$ cat src/rtl/vertex_dedup_table_top_macros.svh
// Assertion macros for the vertex dedup table
`ifndef VERTEX_DEDUP_TABLE_TOP_MACROS_SVH
`define VERTEX_DEDUP_TABLE_TOP_MACROS_SVH
// check that an antecedent implies a consequent on the same edge
`define VDT_ASSERT_SAME(label, clk, rst, ante, cons) \
   label: assert property (@(posedge clk) disable iff (rst) (ante) |-> (cons)) \
      else $error("assertion failed");
// check that an antecedent implies a consequent on the next edge
`define VDT_ASSERT_NEXT(label, clk, rst, ante, cons) \
   label: assert property (@(posedge clk) disable iff (rst) (ante) |=> (cons)) \
      else $error("assertion failed");
`endif

$ cat src/rtl/vdt_ram.sv
// Generic single-port RAM with registered read
`timescale 1ns / 1ps
module vdt_ram #(
   parameter int Width = 8,
   parameter int Depth = 16
) (
   input  logic                     clock,
   input  logic                     wr_en,
   input  logic [$clog2(Depth)-1:0] addr,
   input  logic [Width-1:0]         wr_data,
   output logic [Width-1:0]         rd_data
);
   logic [Width-1:0] mem [Depth];

   always_ff @(posedge clock) begin
      if (wr_en) begin
         mem[addr] <= wr_data;
      end
      rd_data <= mem[addr];
   end
endmodule

$ cat config.mk
export PLATFORM = sky130hd
export DESIGN_NAME = vdt_ram
export DESIGN_NICKNAME = d
export VERILOG_FILES = /design/src/rtl/vertex_dedup_table_top_macros.svh /design/src/rtl/vdt_ram.sv
export SDC_FILE = /design/constraint.sdc
export NUM_CORES = 1
export LEC_CHECK = 0
export BUFFER_PORTS_ARGS = -buffer_cell sky130_fd_sc_hd__buf_2
export CORE_MARGIN = 5
export CORE_UTILIZATION = 30
export DETAILED_ROUTE_END_ITERATION = 8
export PLACE_DENSITY = 0.53
export SYNTH_ARGS = -nofsm -noshare
export SYNTH_HDL_FRONTEND = slang
export SYNTH_SLANG_ARGS = --single-unit
$ cat constraint.sdc
create_clock -name clock -period 5.3 [get_ports clock]
set_input_delay 1.325 -clock clock [delete_from_list [all_inputs] [get_ports clock]]
set_output_delay 1.325 -clock clock [all_outputs]
set_load 0.005 [all_outputs]
==> flow_summary.toml, run 1 <==
[outcome]
status = "finished clean"

[yosys]
synthCells = 230
synth_compound_area_frac = 0.0237
post-synth-top-area-cell = "edfxtp_1"
synth_fa_ha_area_frac = 0
synth_fp_nets = 244
ys_types = 18
yosys_warnings = 0
synth_area_um2 = 5070
syn_avg_cell_area_um2 = 22.0
ys_seq_area_frac = 0.790
ys_seq_elements = 136
synth_xor_area_frac = 0
synthSimpleGateAreaFrac = 0.0321
synth_mux_area_frac = 0.142
synth_top_family_by_area = "multiplexers"
synth_top_area_frac = 0.759
synth_area_leaders = "edfxtp_1 (76%), mux4_2 (14%), dfxtp_1 (3.2%)"

[layout]
instances_no_fill = 497
nets = 278
area_growth_pct = 19.5
fillers = 1565
final_common_cell = "edfxtp_1"
final_cell_mix = "edfxtp_1 (128), mux4_2 (32), buf_2 (21), clkbuf_16 (17), a22oi_1 (16)"
drive_gt1_frac = 0.321
n_antenna_cell = 0
stdcell_area_um2 = 6060

[timing]
max_freq_mhz = 333
rsz0062_at_grt = "false"
period_needed_ns = 3.00
maxSlewViolCount = 0
tightest_slew_ns = 0.930
fin_skew_ns = 0.00524
setup_tns_ns = 0
final_hold_viol_count = 0
timing.hold.ws_ns = 0.685
finalCritPeriodShare = 0.566
maxSlewHeadroom = 0.380
finalSetupViolations = 0

[route]
ant_nets = 0
first_iter_violations = 207
met2_wirelength_um = 5080
drtPass1Iterations = 4
drc = 0
m1WireLength_um = 4090
viasPerCell = 4.59
routed-wl-met3_um = 489
wl_per_cell_um = 19.8
highest_layer = "met4"
routed_wirelength_um = 9820
vias = 2281

[power_and_ir_drop]
ir_worst_vdd_mv = 0.238
p_leak_nw = 1.95
finalPower_mw = 2.55
powerDensity_nw_per_um2 = 421

[clocking]
post_cts_buffers = 0
cts_buffers = 17
htree_levels = 4
cts.sinks = 136
ctsHoldBuffers = 0
cts_tree = "yes"
path_clk_slew_ns = 0.05
root_buffer = "clkbuf_16"
clock_latency_ns = 0.41
cts_resized = 0
cts_buffer_depth = 2

[place]
dp_hpwl_um = 6190
place_inst = 465
gp_congestion = 0.762
placedInstanceArea_um2 = 5430
portBuffers = 21

[global_routing]
grt_pass1_wl_um = 14900
grt_usage = 0.107
grt-ovfl-total = 0
antenna_found_initial = 0
grt_max_degree = 40
grt_pass1_vias = 2456

[min_path]
min_path_type = "reg -> reg"

[setup_path]
cp_slowest_stage_delay_ns = 0.71
cp-end-kind = "flop"
cp_max_fo = 39
critical_path_class = "in -> reg"
startpoint_type = "input port"
path_buf_inv = 1
cp_slowest_cell = "nor2_1"
arrival_ns = 3.03
crit_chain = "buf_2 > nand2_1 > nor2_1"
worstPathRequired_ns = 5.33
path_delay_family = "simple AND/OR/NAND/NOR gates"

[flow_run]
maxCapViolations = 0

[die]
die-height_um = 140
die_area_um2 = 19600
fp-row-count = 47
ios = 22
initial_core_util = 0.306
core_region_area_um2 = 16600
die_w_um = 140
[synthesized netlist by cell type]
library cell	n
edfxtp_1	128
mux4_2	32
a22oi_1	16
nor2_1	13
nand2_1	9
dfxtp_1	8
buf_1	4
nor3_1	4
buf_2	2
buf_6	2
clkbuf_1	2
nand2b_1	2
nand3b_1	2
nor2b_1	2
and2_1	1
clkbuf_2	1
nand3_1	1
or3b_2	1
[worst register-to-register path: cells and delay by family (launching register included)]
family / cells / cell delay, ns
AO/OA/AOI/OAI: 1 / 0.41
flip-flops: 1 / 0.36
multiplexers: 1 / 0.48
AND/OR/NAND/NOR: 1 / 0.11
[routing by layer]
layer / vias up / GRT usage
met5: - / 0
met4: 0 / 0.0444
met3: 13 / 0.0392
met2: 48 / 0.174
met1: 1188 / 0.131
li1: 1032 / -
[cell families after synthesis]
group	after synthesis
AND/OR/NAND/NOR	35
buffers and inverters	11
flip-flops	136
AO/OA/AOI/OAI	16
multiplexers	32
[final timing paths]
check	start	endpoint	slack, ns	depth (start not counted)
setup / recovery	addr[1]	mem[11][0]	2.30	3
hold / removal	mem[15][3]	rd_data[3]	0.68	3
setup reg to reg	mem[0][7]	rd_data[7]	3.81	3
hold reg to reg	mem[15][3]	rd_data[3]	0.68	3
[report_power, final]
part           total (mW)  switching [mW]  internal (mW)  leakage, nW
clock network        1.23           0.419          0.812        0.303
logic               0.109          0.0650         0.0438        0.420
registers            1.21         0.00562           1.20         1.22
[layout make-up]
| type | count | area [um2] | area share |
|---|---|---|---|
| flip-flops and latches | 136 | 4000 | 0.661 |
| well taps | 220 | 275 | 0.0454 |
| multi-input cells | 83 | 1000 | 0.166 |
| clock inverters | 11 | 171 | 0.0283 |
| clock buffers | 21 | 460 | 0.0760 |
| repair buffers | 26 | 143 | 0.0235 |
[flip-flops by register name, indices dropped and copies added, names as in the netlist]
signal,count
mem,128
rd_data,8
[through the flow]
stage	setup slack (ns)	utilization
6_report	2.30	0.365
5_1_grt	2.13	0.365
4_1_cts	2.21	0.365
3_5_place_dp	1.76	0.327
3_3_place_gp	1.81	0.327
2_1_floorplan	2.48	-
Power figures use the tool's default switching activity.
==> run 2, diff against run 1 <==
Settings changed: ABC_AREA set to 1.
Clock period 5.3 ns to 2.93 ns, I/O delays scaled along.
==> flow_summary.toml, run 2 <==
[route]
drtPass1Iterations = 5
vias = 3595
viasPerCell = 4.35
first_iter_violations = 273
ant_nets = 0
drc = 0
wl_per_cell_um = 15.1
routed_wirelength_um = 12500

[outcome]
status = "finished clean"

[timing]
setup_ws_ns = 0.912
fin_skew_ns = 0.0111
final_hold_viol_count = 0
maxSlewHeadroom = 0.529
rsz0062_at_grt = "false"
finalSetupViolations = 0
max_freq_mhz = 496
finalCritPeriodShare = 0.689
period_needed_ns = 2.02
setup_tns_ns = 0
timing.hold.ws_ns = 0.711
maxSlewViolCount = 0
tightest_slew_ns = 0.704

[layout]
final_common_cell = "nand2_1"
fillers = 1849
area_growth_pct = 17.8
nets = 593
stdcell_area_um2 = 6590
final_cell_mix = "nand2_1 (346), edfxtp_1 (128), inv_1 (21), buf_2 (21), nor2_1 (18)"
instances_no_fill = 826
largest_registers = "mem: 128 flops, rd_data: 8 flops"
top_register = "mem"
finish.utilization = 0.356
multi_input_area_um2 = 1390
n_antenna_cell = 0
seqCellArea_um2 = 4000
drive_gt1_frac = 0.108
largest_register_ffs = 128

[setup_path]
arrival_ns = 2.08
reg2regPathDepth = 8
cp-end-kind = "flop"
r2r_slack_ns = 1.84
startpoint_type = "input port"
worstReg2RegEnd = "rd_data[2]"
r2r_start = "mem[15][2]"
critical_path_class = "in -> reg"
cp_max_fo = 28
worstPathRequired_ns = 2.99

[yosys]
ys_seq_area_frac = 0.716
synth_area_um2 = 5590
ys_seq_elements = 136
synth_fp_nets = 562
synthArstFlopShare = 0
ys_types = 11
synthCells = 548
yosys_most_used_dff = "edfxtp_1"
synth_top_area_frac = 0.687
syn_avg_cell_area_um2 = 10.2
yosys_warnings = 0
yosys.cell_count.top_type = "nand2_1"
synth_commonest_cells = "nand2_1 (346), edfxtp_1 (128), inv_1 (21)"
post-synth-top-area-cell = "edfxtp_1"
synth_area_leaders = "edfxtp_1 (69%), nand2_1 (23%), dfxtp_1 (2.9%)"
synth_edf_count = 128

[global_routing]
grt_max_degree = 35
antenna_found_initial = 0
grt_pass1_vias = 3516
grt-ovfl-total = 0
grt_pass1_wl_um = 19500
grt_usage = 0.122

[place]
post-place-ws_ns = 0.468
gp_congestion = 0.846
placedInstanceArea_um2 = 5960
portBuffers = 21
dp_hpwl_um = 8180
place_inst = 794

[die]
fp-row-count = 50
die_w_um = 147
initial_core_util = 0.302
ios = 22
die-height_um = 147
core_region_area_um2 = 18500
die_area_um2 = 21500

[clocking]
root_buffer = "clkbuf_16"
cts_resized = 0
cts_buffer_depth = 2
cts_buffers = 17
path_clk_slew_ns = 0.06
post_cts_buffers = 0
clock_latency_ns = 0.42
htree_levels = 4
cts_tree = "yes"
ctsHoldBuffers = 0
cts.sinks = 136

[min_path]
hold_depth = 8
min_path_type = "reg -> reg"
hold_start = "mem[2][4]"
whs_endpoint = "rd_data[4]"

[power_and_ir_drop]
finalPower_mw = 4.68
ir_worst_vdd_mv = 0.370
powerDensity_nw_per_um2 = 711
p_leak_nw = 2.79

[flow_run]
maxCapViolations = 0
run 2: cell count changes after synthesis, sizes merged, moves of 2 or more:
cell	delta
mux4	-32
nor2b	-2
nand3	+3
nor2	+5
buf	+10
nand2b	-2
inv	+22
nand3b	-2
a22oi	-16
nor3	-4
nand2	+337
run 2: critical path, cell delays in order:
cell and delay (ns):
buf_2 0.41, nand3_1 0.33, nor2_1 0.60
run 2: cell type report:
cell class	count	share of cell area
clock buffers	18	0.0651
clock inverters	14	0.0298
inverters	23	0.0131
multi-input cells	368	0.210
flip-flops and latches	136	0.608
well taps	234	0.0444
repair buffers	33	0.0296
run 2: where the power goes:
group          internal (mW)  switching, mW
Combinational         0.0710          0.190
Sequential              2.18         0.0117
Clock                   1.43          0.806
Total                   3.68           1.01
run 2: worst max path at each step:
stage	cells after the start	slack [ns]	startpoint	endpoint
after global routing	3	0.78	addr[1]	mem[6][4]
final	3	0.91	addr[1]	mem[6][2]
after floorplan	4	0.82	addr[1]	mem[3][0]
after CTS	3	0.91	addr[1]	mem[6][2]
after global placement	3	0.51	addr[1]	mem[7][1]
after detailed placement	3	0.47	addr[1]	mem[11][6]
run 2: cell families (layout without fill, tap and decap cells):
| logic type | Yosys count | count (layout) | synth area share |
|---|---|---|---|
| buf+inv | 44 | 88 | 0.0362 |
| flops | 136 | 136 | 0.716 |
| simple gates | 368 | 368 | 0.248 |
run 2: routing by layer:
metal	track usage	routed length [um]	share of wire
met3	0.0310	541	0.043
met1	0.163	6020	0.48
met5	0	0	0
met2	0.184	5610	0.45
met4	0.0607	336	0.027
