--- config.mk ---
export PLATFORM = sky130hd
export DESIGN_NAME = vdt_cmp
export DESIGN_NICKNAME = d
export VERILOG_FILES = /design/src/rtl/vertex_dedup_table_top_macros.svh /design/src/rtl/vdt_pkg.sv /design/src/rtl/vdt_cmp.sv
export SDC_FILE = /design/constraint.sdc
export NUM_CORES = 1
export LEC_CHECK = 0
export BUFFER_PORTS_ARGS = -buffer_cell sky130_fd_sc_hd__buf_4
export CAP_MARGIN = 25
export CORE_AREA = 2 2 201 203
export DETAILED_ROUTE_END_ITERATION = 10
export DIE_AREA = 0 0 203 205
export GPL_ROUTABILITY_DRIVEN = 0
export PLACE_DENSITY = 0.53
export SYNTH_ARGS = -nofsm -noshare
export SYNTH_HDL_FRONTEND = slang
export SYNTH_SLANG_ARGS = --single-unit
--- constraint.sdc ---
create_clock -name vclk -period 2.9
set_input_delay 0.435 -clock vclk [all_inputs]
set_output_delay 0.435 -clock vclk [all_outputs]
set_load 0.02 [all_outputs]
--- src/rtl/vertex_dedup_table_top_macros.svh ---
// Assertion macros for the vertex dedup table
`ifndef VERTEX_DEDUP_TABLE_TOP_MACROS_SVH
`define VERTEX_DEDUP_TABLE_TOP_MACROS_SVH
// check that an antecedent implies a consequent on the same edge
`define VDT_ASSERT_SAME(label, clk, rst, ante, cons) \
   label: assert property (@(posedge clk) disable iff (rst) (ante) |-> (cons)) \
      else $error("assertion failed");
// check that an antecedent implies a consequent on the next edge
`define VDT_ASSERT_NEXT(label, clk, rst, ante, cons) \
   label: assert property (@(posedge clk) disable iff (rst) (ante) |=> (cons)) \
      else $error("assertion failed");
`endif

--- src/rtl/vdt_pkg.sv ---
// Package: types and constants for the vertex dedup table
`timescale 1ns / 1ps
package vdt_pkg;
   localparam int TableDepth = 1024;
   localparam int IdxW = $clog2(TableDepth);
   localparam int CntW = $clog2(TableDepth + 1);
   localparam int EntryW = 256;
   localparam int OutIdxW = 10;

   typedef struct packed {
      logic        mesh_start;
      logic [31:0] pos_x;
      logic [31:0] pos_y;
      logic [31:0] pos_z;
      logic [31:0] norm_x;
      logic [31:0] norm_y;
      logic [31:0] norm_z;
      logic [31:0] tex_u;
      logic [31:0] tex_v;
   } req_type;

   typedef struct packed {
      logic [OutIdxW-1:0] vertex_index;
      logic               is_new;
      logic               overflow;
   } rsp_type;

   typedef enum logic [2:0] {
      ST_IDLE,
      ST_READ,
      ST_CMP,
      ST_DONE
   } state_type;
endpackage

--- src/rtl/vdt_cmp.sv ---
// Float-rule equality compare of one stored entry against a corner
`timescale 1ns / 1ps
module vdt_cmp
   import vdt_pkg::*;
(
   input  logic [EntryW-1:0] entry,
   input  logic [EntryW-1:0] corner,
   output logic              match
);
   logic [7:0] eq;

   always_comb begin
      for (int w = 0; w < 8; w++) begin
         logic [31:0] a;
         logic [31:0] b;
         logic        nan_a;
         logic        nan_b;
         a = entry[w*32 +: 32];
         b = corner[w*32 +: 32];
         nan_a = (a[30:23] == 8'hFF) && (a[22:0] != 23'd0);
         nan_b = (b[30:23] == 8'hFF) && (b[22:0] != 23'd0);
         eq[w] = !nan_a && !nan_b && (((a[30:0] | b[30:0]) == 31'd0) || (a == b));
      end
   end

   assign match = &eq;
endmodule

==> qor.log, run 1 <==
INFO  finish         final_core_utilization=31.9%
INFO  worst_setup_path critical_path_maximum_fanout=2
INFO  place          hpwl=36600microns
INFO  sta            worst_slew_margin_rel=65.4%
INFO  grt            grt_max_degree=3
INFO  synthesis      synth_top_area_share=42.5%
INFO  worst_setup_path setup.worst_path.start_class=input pin
INFO  drt            wl=38900microns
INFO  synthesis      synth-seq-area-share=0%
INFO  finish         finalNetCount=2430
INFO  sta            max_freq=0.356GHz
INFO  sta            final-setup-viol-count=0
INFO  synthesis      yosysTopAreaCell=ha_1
INFO  synthesis      synth_nets=1896
INFO  sta            period_share=97.0%
INFO  synthesis      syn_avg_cell_area=6.42squm
INFO  sta            worst_pin_slew=513ps
INFO  power          seq_power_share=0%
INFO  finish         final-seq-area=0squm
INFO  floorplan      placeableCoreArea=39400squm
INFO  job            maxCapViolations=0
INFO  power          power.share.clock=0%
INFO  grt            grt_use_met3=3.13%
INFO  synthesis      post_synth_num_cell_types=14
INFO  cts            cts_hold_buffers=0
INFO  floorplan      std_cell_rows=73
INFO  grt            grt_pass1_vias=10600
INFO  worst_setup_path critical_path_data_arrival_time=2380ps
INFO  worst_setup_path cp-end-kind=primary output
INFO  synthesis      synth_area=7300squm
INFO  power          internal_power=0.782mW
INFO  drt            initialDrtViolationCount=468
INFO  synthesis      post-synth-top-count-cell=inv_1
INFO  floorplan      die-width=203microns
INFO  floorplan      io_pins=513
INFO  grt            use_met2=31.5%
INFO  synthesis      synth_commonest_cells=496 x inv_1, 248 x ha_1, 147 x nor4_1
INFO  worst_hold_path hold_path.class=input pin to primary output
INFO  finish         share_of_post_route_cells_with_drive_strength_above_1=36.8%
INFO  power          p_sw=0.664mW
INFO  floorplan      floorplan.die.height=205microns
INFO  drt            via_count=9767
INFO  power          worst_ir_drop_vdd=0.0455mV
INFO  drt            avgRoutedWirePerCell=17.7microns
INFO  power          comb_power_share=100.0%
INFO  sta            worst_hold_slack=1560ps
INFO  drt            drt_drc_violations_left=0
INFO  grt            grt_remaining_overflow=0
INFO  grt            antenna_found_initial=5
INFO  grt            highest_utilization_routing_layer_at_the_global_route_stage=met2
INFO  finish         clock_tree_buffer_count_of_the_final_layout=0
INFO  place          port_buffers=513
INFO  power          powerDensity=115nW/um^2
INFO  power          p_leak=7.36nW
INFO  outcome        status=finished, final reports clean
INFO  sta            hold_viol=0
INFO  floorplan      design.die.area=41600squm
INFO  floorplan      start_util=18.5%
INFO  synthesis      ys_top_cells_by_area=ha_1 43%, inv_1 26%, nor4_1 13%
INFO  drt            route.antenna.remaining_nets=0
INFO  worst_setup_path timing.setup.critical_path_class=input pin to primary output
INFO  synthesis      postSynthCellCount=1136
INFO  finish         layout_stage_area_growth_over_the_synthesis_result=71.9%
INFO  power          switching_fraction=45.9%
INFO  drt            firstDrtPassIters=4
INFO  grt            grt_pass1_wl=56600microns
INFO  sta            rsz0062_at_grt=yes
INFO  worst_setup_path required=2470ps
INFO  sta            final_max_slew_viol_count=0
INFO  finish         num_antenna_cells=0
INFO  grt            groute.layer.met1.usage=21.6%
INFO  sta            timing.final.crit_period=2810ps
INFO  drt            route.detailed.vias_per_inst=4.45
INFO  synthesis      ys.warnings.count=0
INFO  finish         flops_and_latches=0
INFO  cts            cts_post_setup_buffers_inserted=0
INFO  grt            grt_usage=17.5%
-- path summary, 6_finish.rpt --
check,start,endpoint,depth (start not counted)
setup / recovery,entry[217],match,11
hold / removal,corner[129],match,8
-- layout by cell type, fill, tap and decap left out, types with 4 or more instances in the layout --
| master | n |
|---|---|
| nor4_4 | 13 |
| o21ai_1 | 9 |
| nand4_1 | 116 |
| nor4_1 | 121 |
| buf_6 | 4 |
| ha_1 | 231 |
| nand3_1 | 15 |
| inv_1 | 479 |
| inv_2 | 11 |
| buf_4 | 525 |
| nor3_2 | 5 |
| o21ai_0 | 6 |
| a21oi_2 | 5 |
| inv_4 | 6 |
| nor2_1 | 16 |
| xnor2_1 | 8 |
| nand2_1 | 24 |
| nor3_1 | 27 |
| ha_4 | 17 |
| nor4_2 | 21 |
-- routing by layer --
metal	share of wire [%]	vias up
li1	-	4855
met1	42	4444
met2	48	388
met3	6.5	70
met4	2.6	10
met5	0.15	-
-- metrics by stage --
step / total power, mW / setup slack (ps) / instance area [sq um] / instances / TNS [ps]
floorplan: 0.435 / 628 / 7300 / 1136 / 0
global placement: 1.27 / -209 / 12000 / 2194 / -209
detailed placement: 1.29 / -258 / 12000 / 2194 / -258
CTS: 1.36 / 4.23 / 12200 / 2194 / 0
global route: 1.60 / -63.4 / 12500 / 2193 / -63.4
finish: 1.45 / 87.6 / 12500 / 2193 / 0
-- cell type report --
| class | instances | area [sq um] |
|---|---|---|
| well taps | 525 | 657 |
| repair buffers | 532 | 4030 |
| multi-input cells | 640 | 5980 |
| inverters | 496 | 1880 |
| fillers | 4345 | 26800 |
-- repair_timing --
item,CTS,global route
pin swaps,18,31
resized for setup,41,62
setup endpoints to repair,1,1
-- kinds of logic (layout without fill, tap and decap cells) --
kind of cell / count (synthesis) / count (layout) / share of synthesized area (%)
buf+inv: 496 / 1028 / 25.5
simple gates: 360 / 360 / 29.4
compound gates: 24 / 24 / 1.65
fa+ha+maj: 248 / 248 / 42.5
xor+xnor: 8 / 8 / 0.960
-- critical path, cell delays in order --
cell     delay (ps)
buf_4            90
inv_1            40
ha_1            320
nor4_4          330
nand4_1         160
nor3_2          150
a21oi_2         100
nor4_2          280
buf_4           160
and3_4          180
buf_8           130
-- power by group through the flow --
| stage | Sequential (mW) | Combinational (mW) | Clock, mW |
|---|---|---|---|
| 2_1_floorplan | 0 | 0.435 | 0 |
| 3_3_place_gp | 0 | 1.27 | 0 |
| 3_5_place_dp | 0 | 1.29 | 0 |
| 4_1_cts | 0 | 1.36 | 0 |
| 5_1_grt | 0 | 1.60 | 0 |
| 6_report | 0 | 1.45 | 0 |
Power figures use the tool's default switching activity.
==> run 2: changes to the inputs <==
==> constraint.sdc (replaced) <==
create_clock -name vclk -period 2.9
set_input_delay 0.435 -clock vclk [all_inputs]
set_output_delay 0.435 -clock vclk [all_outputs]
set_load 0.1 [all_outputs]
==> run 2 against run 1 <==
Compared with the run above: the flow now finishes with violations (negative setup slack); critical path depth is 1 higher; non-clock buffer count is 46 higher; via count is 1.5% higher; wire length is 0.26% higher; utilization is 0.83 points higher; largest cell class unchanged; first-iteration DRC count is 19% higher; setup slack worse by 97 ps.
==> qor.log, run 2 (synthesized netlist as in run 1, its figures left out) <==
INFO  worst_hold_path worst_hold_path.endpoint=match [unchanged]
INFO  outcome        violations_in_the_final_reports=negative setup slack
INFO  sta            worst_pin_slew=470ps [was 513 ps]
INFO  sta            hold_viol=0 [unchanged]
INFO  worst_setup_path critical_path_maximum_fanout=2 [unchanged]
INFO  floorplan      std_cell_rows=73 [unchanged]
INFO  drt            wl=39000microns [was 38900 microns]
INFO  floorplan      design.die.area=41600squm [unchanged]
INFO  finish         most_frequent_cells_in_the_layout=569 x buf_4, 470 x inv_1, 226 x ha_1 [was 525 x buf_4, 479 x inv_1, 231 x ha_1]
INFO  sta            postLayoutSetupSlackWorst=-8.96ps [was 87.6 ps]
INFO  drt            via_count=9918 [was 9767]
INFO  worst_setup_path critical_path_data_arrival_time=2470ps [was 2380 ps]
INFO  grt            grt_pass1_wl=56700microns [was 56600 microns]
INFO  grt            grt_usage=17.5% [about the same]
INFO  sta            rsz0062_at_grt=yes [unchanged]
INFO  drt            initialDrtViolationCount=558 [was 468]
INFO  sta            worst_slew_margin_rel=68.4% [was 65.4%]
INFO  floorplan      placeableCoreArea=39400squm [unchanged]
INFO  sta            final_max_slew_viol_count=0 [unchanged]
INFO  grt            grt_pass1_vias=10600 [about the same]
INFO  worst_hold_path hold_path_depth=8 [unchanged]
INFO  sta            final-setup-viol-count=1 [was 0]
INFO  finish         clock_tree_buffer_count_of_the_final_layout=0 [unchanged]
INFO  worst_setup_path critPathMaxStageDelay=310ps [was 330 ps]
INFO  worst_setup_path crit_buf_inv=5 [was 4]
INFO  grt            antenna_found_initial=2 [was 5]
INFO  sta            period_share=100% [was 97.0%]
INFO  grt            grt_max_degree=3 [unchanged]
INFO  sta            timing.final.crit_period=2910ps [was 2810 ps]
INFO  worst_setup_path crit_path_start=corner[197] [was entry[217]]
INFO  worst_setup_path critical_path.most_common_cell=buf_4 [unchanged]
INFO  worst_setup_path worst_path_dominant_cell_family=simple AND/OR/NAND/NOR gates [unchanged]
INFO  drt            firstDrtPassIters=5 [was 4]
INFO  place          hpwl=36700microns [was 36600 microns]
INFO  place          place_inst=2239 [was 2194]
INFO  outcome        status=finished with violations [was finished, final reports clean]
INFO  finish         flops_and_latches=0 [unchanged]
INFO  worst_setup_path required=2470ps [about the same]
INFO  floorplan      io_pins=513 [unchanged]
INFO  floorplan      start_util=18.5% [unchanged]
INFO  worst_hold_path hold_path.class=input pin to primary output [unchanged]
INFO  floorplan      die-width=203microns [unchanged]
INFO  cts            cts_post_setup_buffers_inserted=0 [unchanged]
INFO  drt            route.detailed.vias_per_inst=4.43 [was 4.45]
INFO  finish         finalNetCount=2476 [was 2430]
INFO  worst_setup_path setup.worst_path.start_class=input pin [unchanged]
INFO  finish         layout.cells.most_common=buf_4 [unchanged]
INFO  finish         share_of_post_route_cells_with_drive_strength_above_1=38.9% [was 36.8%]
INFO  finish         layout_stage_area_growth_over_the_synthesis_result=76.4% [was 71.9%]
INFO  worst_setup_path critPathSlowestCell=nor4_4 [unchanged]
INFO  drt            drt_drc_violations_left=0 [unchanged]
INFO  worst_setup_path cp-end-kind=primary output [unchanged]
INFO  sta            max_freq=0.344GHz [was 0.356 GHz]
INFO  worst_setup_path timing.setup.critical_path_class=input pin to primary output [unchanged]
INFO  drt            route.antenna.remaining_nets=0 [unchanged]
INFO  finish         layoutNonFillerInstCount=2240 [was 2193]
INFO  worst_hold_path hold_start=corner[44] [was corner[129]]
INFO  job            maxCapViolations=0 [unchanged]
INFO  finish         final-seq-area=0squm [unchanged]
INFO  floorplan      floorplan.die.height=205microns [unchanged]
INFO  drt            avgRoutedWirePerCell=17.4microns [was 17.7 microns]
INFO  grt            grt_remaining_overflow=0 [unchanged]
INFO  place          port_buffers=513 [unchanged]
INFO  cts            cts_hold_buffers=0 [unchanged]
INFO  worst_setup_path crit_path_cell_trace=buf_8 > inv_4 > ha_4 > nor4_4 > buf_4 > nand4_1 > nor3_2 > a21oi_2 > nor4_2 > buf_4 > and3_4 > buf_12 [was buf_4 > inv_1 > ha_1 > nor4_4 > nand4_1 > nor3_2 > a21oi_2 > nor4_2 > buf_4 > and3_4 > buf_8]
run 2: cell count changes in the layout (fill, tap and decap cells not counted), sizes merged:
| cell | change |
|---|---|
| buf | +46 |
| diode | +1 |
run 2: worst max path at each step:
stage | cells past startpoint | slack, ps | to
after floorplan | 8 | 100 | match
after global placement | 12 | -380 | match
after detailed placement | 12 | -470 | match
after CTS | 12 | 0.9 | match
after global routing | 12 | -180 | match
final | 12 | -9 | match
run 2: area by class of cell:
cell class                      count  area, sq um
Fill cell                        4225        26500
Timing Repair Buffer              578         4390
Multi-Input combinational cell    640         5960
Tap cell                          525          657
Inverter                          496         1870
Antenna cell                        1         2.50
run 2: repair_timing:
| item | 4_1_cts | 5_1_grt |
|---|---|---|
| pin swaps | 35 | 12 |
| endpoints found under the setup margin | 1 | 1 |
| resized for setup | 73 | 36 |
run 2: stage by stage:
step	cell area (sq um)	util, %	setup WS [ps]	hold slack, ps	setup TNS, ps
4_1_cts	12700	32.2	0.915	1640	0
3_3_place_gp	12300	31.2	-385	1720	-385
2_1_floorplan	7300	-	99.4	1550	0
6_report	12900	32.7	-8.96	1620	-8.96
5_1_grt	12900	32.7	-179	1670	-179
3_5_place_dp	12300	31.2	-467	1730	-467
run 2: tightest hold or removal path: stages:
cell     delay (ps)
buf_4            90
nor4_1           40
nand2_1          60
o21ai_1          50
nand4_1         120
nor4_2           50
and3_4          160
buf_12          160
run 2: routing by layer:
layer	track usage [%]	routed length, microns
met5	0	10
met4	3.31	889
met3	2.26	2620
met2	31.6	19100
met1	22.3	16400
==> run 3: changes to the inputs <==
Settings changed: ABC_AREA set to 1, CAP_MARGIN 25 to 20, PLACE_DENSITY 0.53 to 0.56.
==> run 3 against run 2 <==
Compared with the run above: the flow now finishes without violations; setup slack improved by 240 ps; critical path depth rose by 1; sequential share of layout area is the same; wire length down 6.4%; sequential cell count is the same; cell count rose by 14%; hold slack improved by 86 ps.
==> qor.log, run 3 <==
INFO  power          powerDensity=105nW/um^2
INFO  power          power=1.34mW
INFO  cts            cts_post_setup_buffers_inserted=0 [unchanged]
INFO  finish         most_frequent_cells_in_the_layout=514 x buf_4, 506 x inv_1, 380 x nor2_1 [was 569 x buf_4, 470 x inv_1, 226 x ha_1]
INFO  finish         num-fill-cells=4356 [was 4225]
INFO  finish         flops_and_latches=0 [unchanged]
INFO  finish         share_of_post_route_cells_with_drive_strength_above_1=25.8% [was 38.9%]
INFO  finish         clock_tree_buffer_count_of_the_final_layout=0 [unchanged]
INFO  drt            wl=36500microns [was 39000 microns]
INFO  worst_setup_path critical_path_data_arrival_time=2230ps [was 2470 ps]
INFO  worst_hold_path hold_path_depth=11 [was 8]
INFO  synthesis      synth-seq-area-share=0% [unchanged]
INFO  sta            period_share=92.0% [was 100%]
INFO  synthesis      synth_top_family_by_area=simple AND/OR/NAND/NOR gates [was adder cells]
INFO  power          switching_fraction=45.3%
INFO  floorplan      placeableCoreArea=39400squm [unchanged]
INFO  finish         finalNetCount=2785 [was 2476]
INFO  sta            rsz0062_at_grt=no [was yes]
INFO  floorplan      std_cell_rows=73 [unchanged]
INFO  drt            drt_drc_violations_left=0 [unchanged]
INFO  synthesis      xor_xnor_share_of_the_synthesized_area=0.744% [was 0.960%]
INFO  finish         final_core_utilization=32.4% [was 32.7%]
INFO  synthesis      post_synth_num_cell_types=14 [unchanged]
INFO  grt            grt_max_degree=3 [unchanged]
INFO  power          internal_power=0.730mW
INFO  outcome        status=finished, final reports clean [was finished with violations]
INFO  sta            postLayoutSetupSlackWorst=232ps [was -8.96 ps]
INFO  worst_setup_path critical_path_maximum_fanout=2 [unchanged]
INFO  power          p_leak=7.97nW
INFO  sta            timing.final.crit_period=2670ps [was 2910 ps]
INFO  worst_setup_path cp-end-kind=primary output [unchanged]
INFO  worst_hold_path hold_start=entry[31] [was corner[44]]
INFO  power          comb_power_share=100.0%
INFO  floorplan      floorplan.die.height=205microns [unchanged]
INFO  sta            final-setup-viol-count=0 [was 1]
INFO  sta            max_freq=0.375GHz [was 0.344 GHz]
INFO  grt            grt_pass1_wl=54900microns [was 56700 microns]
INFO  sta            hold_viol=0 [unchanged]
INFO  synthesis      post-synth-top-count-cell=inv_1 [unchanged]
INFO  power          seq_power_share=0%
INFO  synthesis      ys_top_cells_by_area=ha_1 38%, inv_1 23%, nor2_1 17% [was ha_1 43%, inv_1 26%, nor4_1 13%]
INFO  synthesis      synth_commonest_cells=506 x inv_1, 381 x nor2_1, 248 x ha_1 [was 496 x inv_1, 248 x ha_1, 147 x nor4_1]
INFO  cts            cts_hold_buffers=0 [unchanged]
INFO  drt            via_count=10500 [was 9918]
INFO  worst_setup_path crit_path_cell_trace=buf_4 > inv_1 > ha_1 > nor3_1 > nand3b_1 > nor2_1 > nand2_1 > nand2_1 > nand2_1 > nor2_1 > nand2_1 > nor2_2 > buf_4 [was buf_8 > inv_4 > ha_4 > nor4_4 > buf_4 > nand4_1 > nor3_2 > a21oi_2 > nor4_2 > buf_4 > and3_4 > buf_12]
INFO  worst_setup_path critPathMaxStageDelay=300ps [was 310 ps]
INFO  drt            initialDrtViolationCount=443 [was 558]
INFO  floorplan      io_pins=513 [unchanged]
INFO  synthesis      syn_avg_cell_area=5.46squm [was 6.42 sq um]
INFO  synthesis      yosys.area_share.simple=38.5% [was 29.4%]
INFO  place          dp_worst_setup_slack=209ps [was -467 ps]
INFO  drt            avgRoutedWirePerCell=14.3microns [was 17.4 microns]
INFO  drt            route.antenna.remaining_nets=0 [unchanged]
INFO  worst_hold_path hold_path.class=input pin to primary output [unchanged]
INFO  sta            worst_hold_slack=1710ps [was 1620 ps]
INFO  synthesis      yosys.area_share.adder=37.7% [was 42.5%]
INFO  drt            route.detailed.vias_per_inst=4.13 [was 4.43]
INFO  worst_hold_path worst_hold_path.endpoint=match [unchanged]
INFO  job            maxCapViolations=0 [unchanged]
INFO  synthesis      synth_nets=2269 [was 1896]
INFO  drt            firstDrtPassIters=5 [unchanged]
INFO  finish         layout_stage_area_growth_over_the_synthesis_result=54.9% [was 76.4%]
INFO  synthesis      yosysTopAreaCell=ha_1 [unchanged]
INFO  synthesis      synth_area=8240squm [was 7300 sq um]
INFO  cts            post_cts.resized_instances=0 [was 73]
INFO  power          power.share.clock=0%
INFO  sta            worst_pin_slew=323ps [was 470 ps]
INFO  floorplan      design.die.area=41600squm [unchanged]
INFO  synthesis      postSynthCellCount=1509 [was 1136]
INFO  floorplan      start_util=20.9% [was 18.5%]
INFO  grt            grt_usage=16.6% [was 17.5%]
INFO  finish         layout.cells.most_common=buf_4 [unchanged]
INFO  worst_setup_path critical_path.most_common_cell=nand2_1 [was buf_4]
INFO  synthesis      synth_top_area_share=37.7% [was 42.5%]
INFO  worst_setup_path setup.worst_path.start_class=input pin [unchanged]
INFO  finish         multi_input_gate_area_in_the_final_layout=6340squm [was 5960 sq um]
INFO  place          port_buffers=513 [unchanged]
INFO  sta            worst_slew_margin_rel=78.3% [was 68.4%]
INFO  sta            final.setup.tns=0ps [was -8.96 ps]
INFO  floorplan      die-width=203microns [unchanged]
INFO  grt            antenna_found_initial=1 [was 2]
INFO  place          hpwl=35100microns [was 36700 microns]
INFO  grt            grt_pass1_vias=11200 [was 10600]
INFO  power          worst_ir_drop_vdd=0.0539mV
INFO  synthesis      ys.warnings.count=0 [unchanged]
INFO  synthesis      synthMuxAreaShare=0% [unchanged]
INFO  grt            grt_remaining_overflow=0 [unchanged]
INFO  finish         final-seq-area=0squm [unchanged]
INFO  worst_setup_path critPathSlowestCell=buf_4 [was nor4_4]
INFO  synthesis      share_of_the_synthesized_area_in_compound_gates_ao_oa_aoi_oai=0% [was 1.65%]
INFO  sta            final_max_slew_viol_count=0 [unchanged]
INFO  power          p_sw=0.605mW
INFO  worst_setup_path timing.setup.critical_path_class=input pin to primary output [unchanged]
INFO  worst_setup_path required=2470ps [about the same]
run 3: layout make-up:
| cell class | count | share of cell area, % |
|---|---|---|
| inverters | 506 | 14.9 |
| diodes | 1 | 0.0196 |
| well taps | 525 | 5.15 |
| repair buffers | 514 | 30.3 |
| multi-input cells | 1003 | 49.7 |
run 3: per-stage QoR:
step	cell area (sq um)	instances
CTS	12800	2548
floorplan	8240	1509
finish	12800	2549
global placement	12800	2548
global route	12800	2549
detailed placement	12800	2548
run 3: how the worst max path moves through the flow:
stage | cells past startpoint | startpoint | end | slack [ps]
after floorplan | 12 | entry[249] | match | 290
after global placement | 14 | corner[150] | match | 190
after detailed placement | 14 | corner[150] | match | 210
after CTS | 14 | corner[150] | match | 200
after global routing | 14 | entry[155] | match | 100
final | 13 | entry[157] | match | 230
run 3: kinds of logic after synthesis:
group / after synthesis
simple gates: 748
buf+inv: 506
fa+ha+maj: 248
xor+xnor: 7
run 3: power groups by stage:
stage                     Sequential, mW  Combinational (mW)    Clock [mW]
final                                  0                1.34  0.0000000462
after global placement                 0                1.32             0
after global routing                   0                1.53  0.0000000462
after detailed placement               0                1.34             0
after CTS                              0                1.35             0
after floorplan                        0               0.541             0
run 3: worst max-delay path, delay by kind of cell:
family	cells	cell delay, ps
fa+ha+maj	1	280
simple gates	9	1080
buf+inv	3	420
run 3: routing by layer:
layer | track usage, % | vias up | share of wire, %
li1 | - | 5556 | -
met3 | 2.02 | 70 | 5.9
met4 | 5.01 | 0 | 3.5
met2 | 31.8 | 347 | 51
met5 | 0 | - | 0
met1 | 19.0 | 4549 | 40
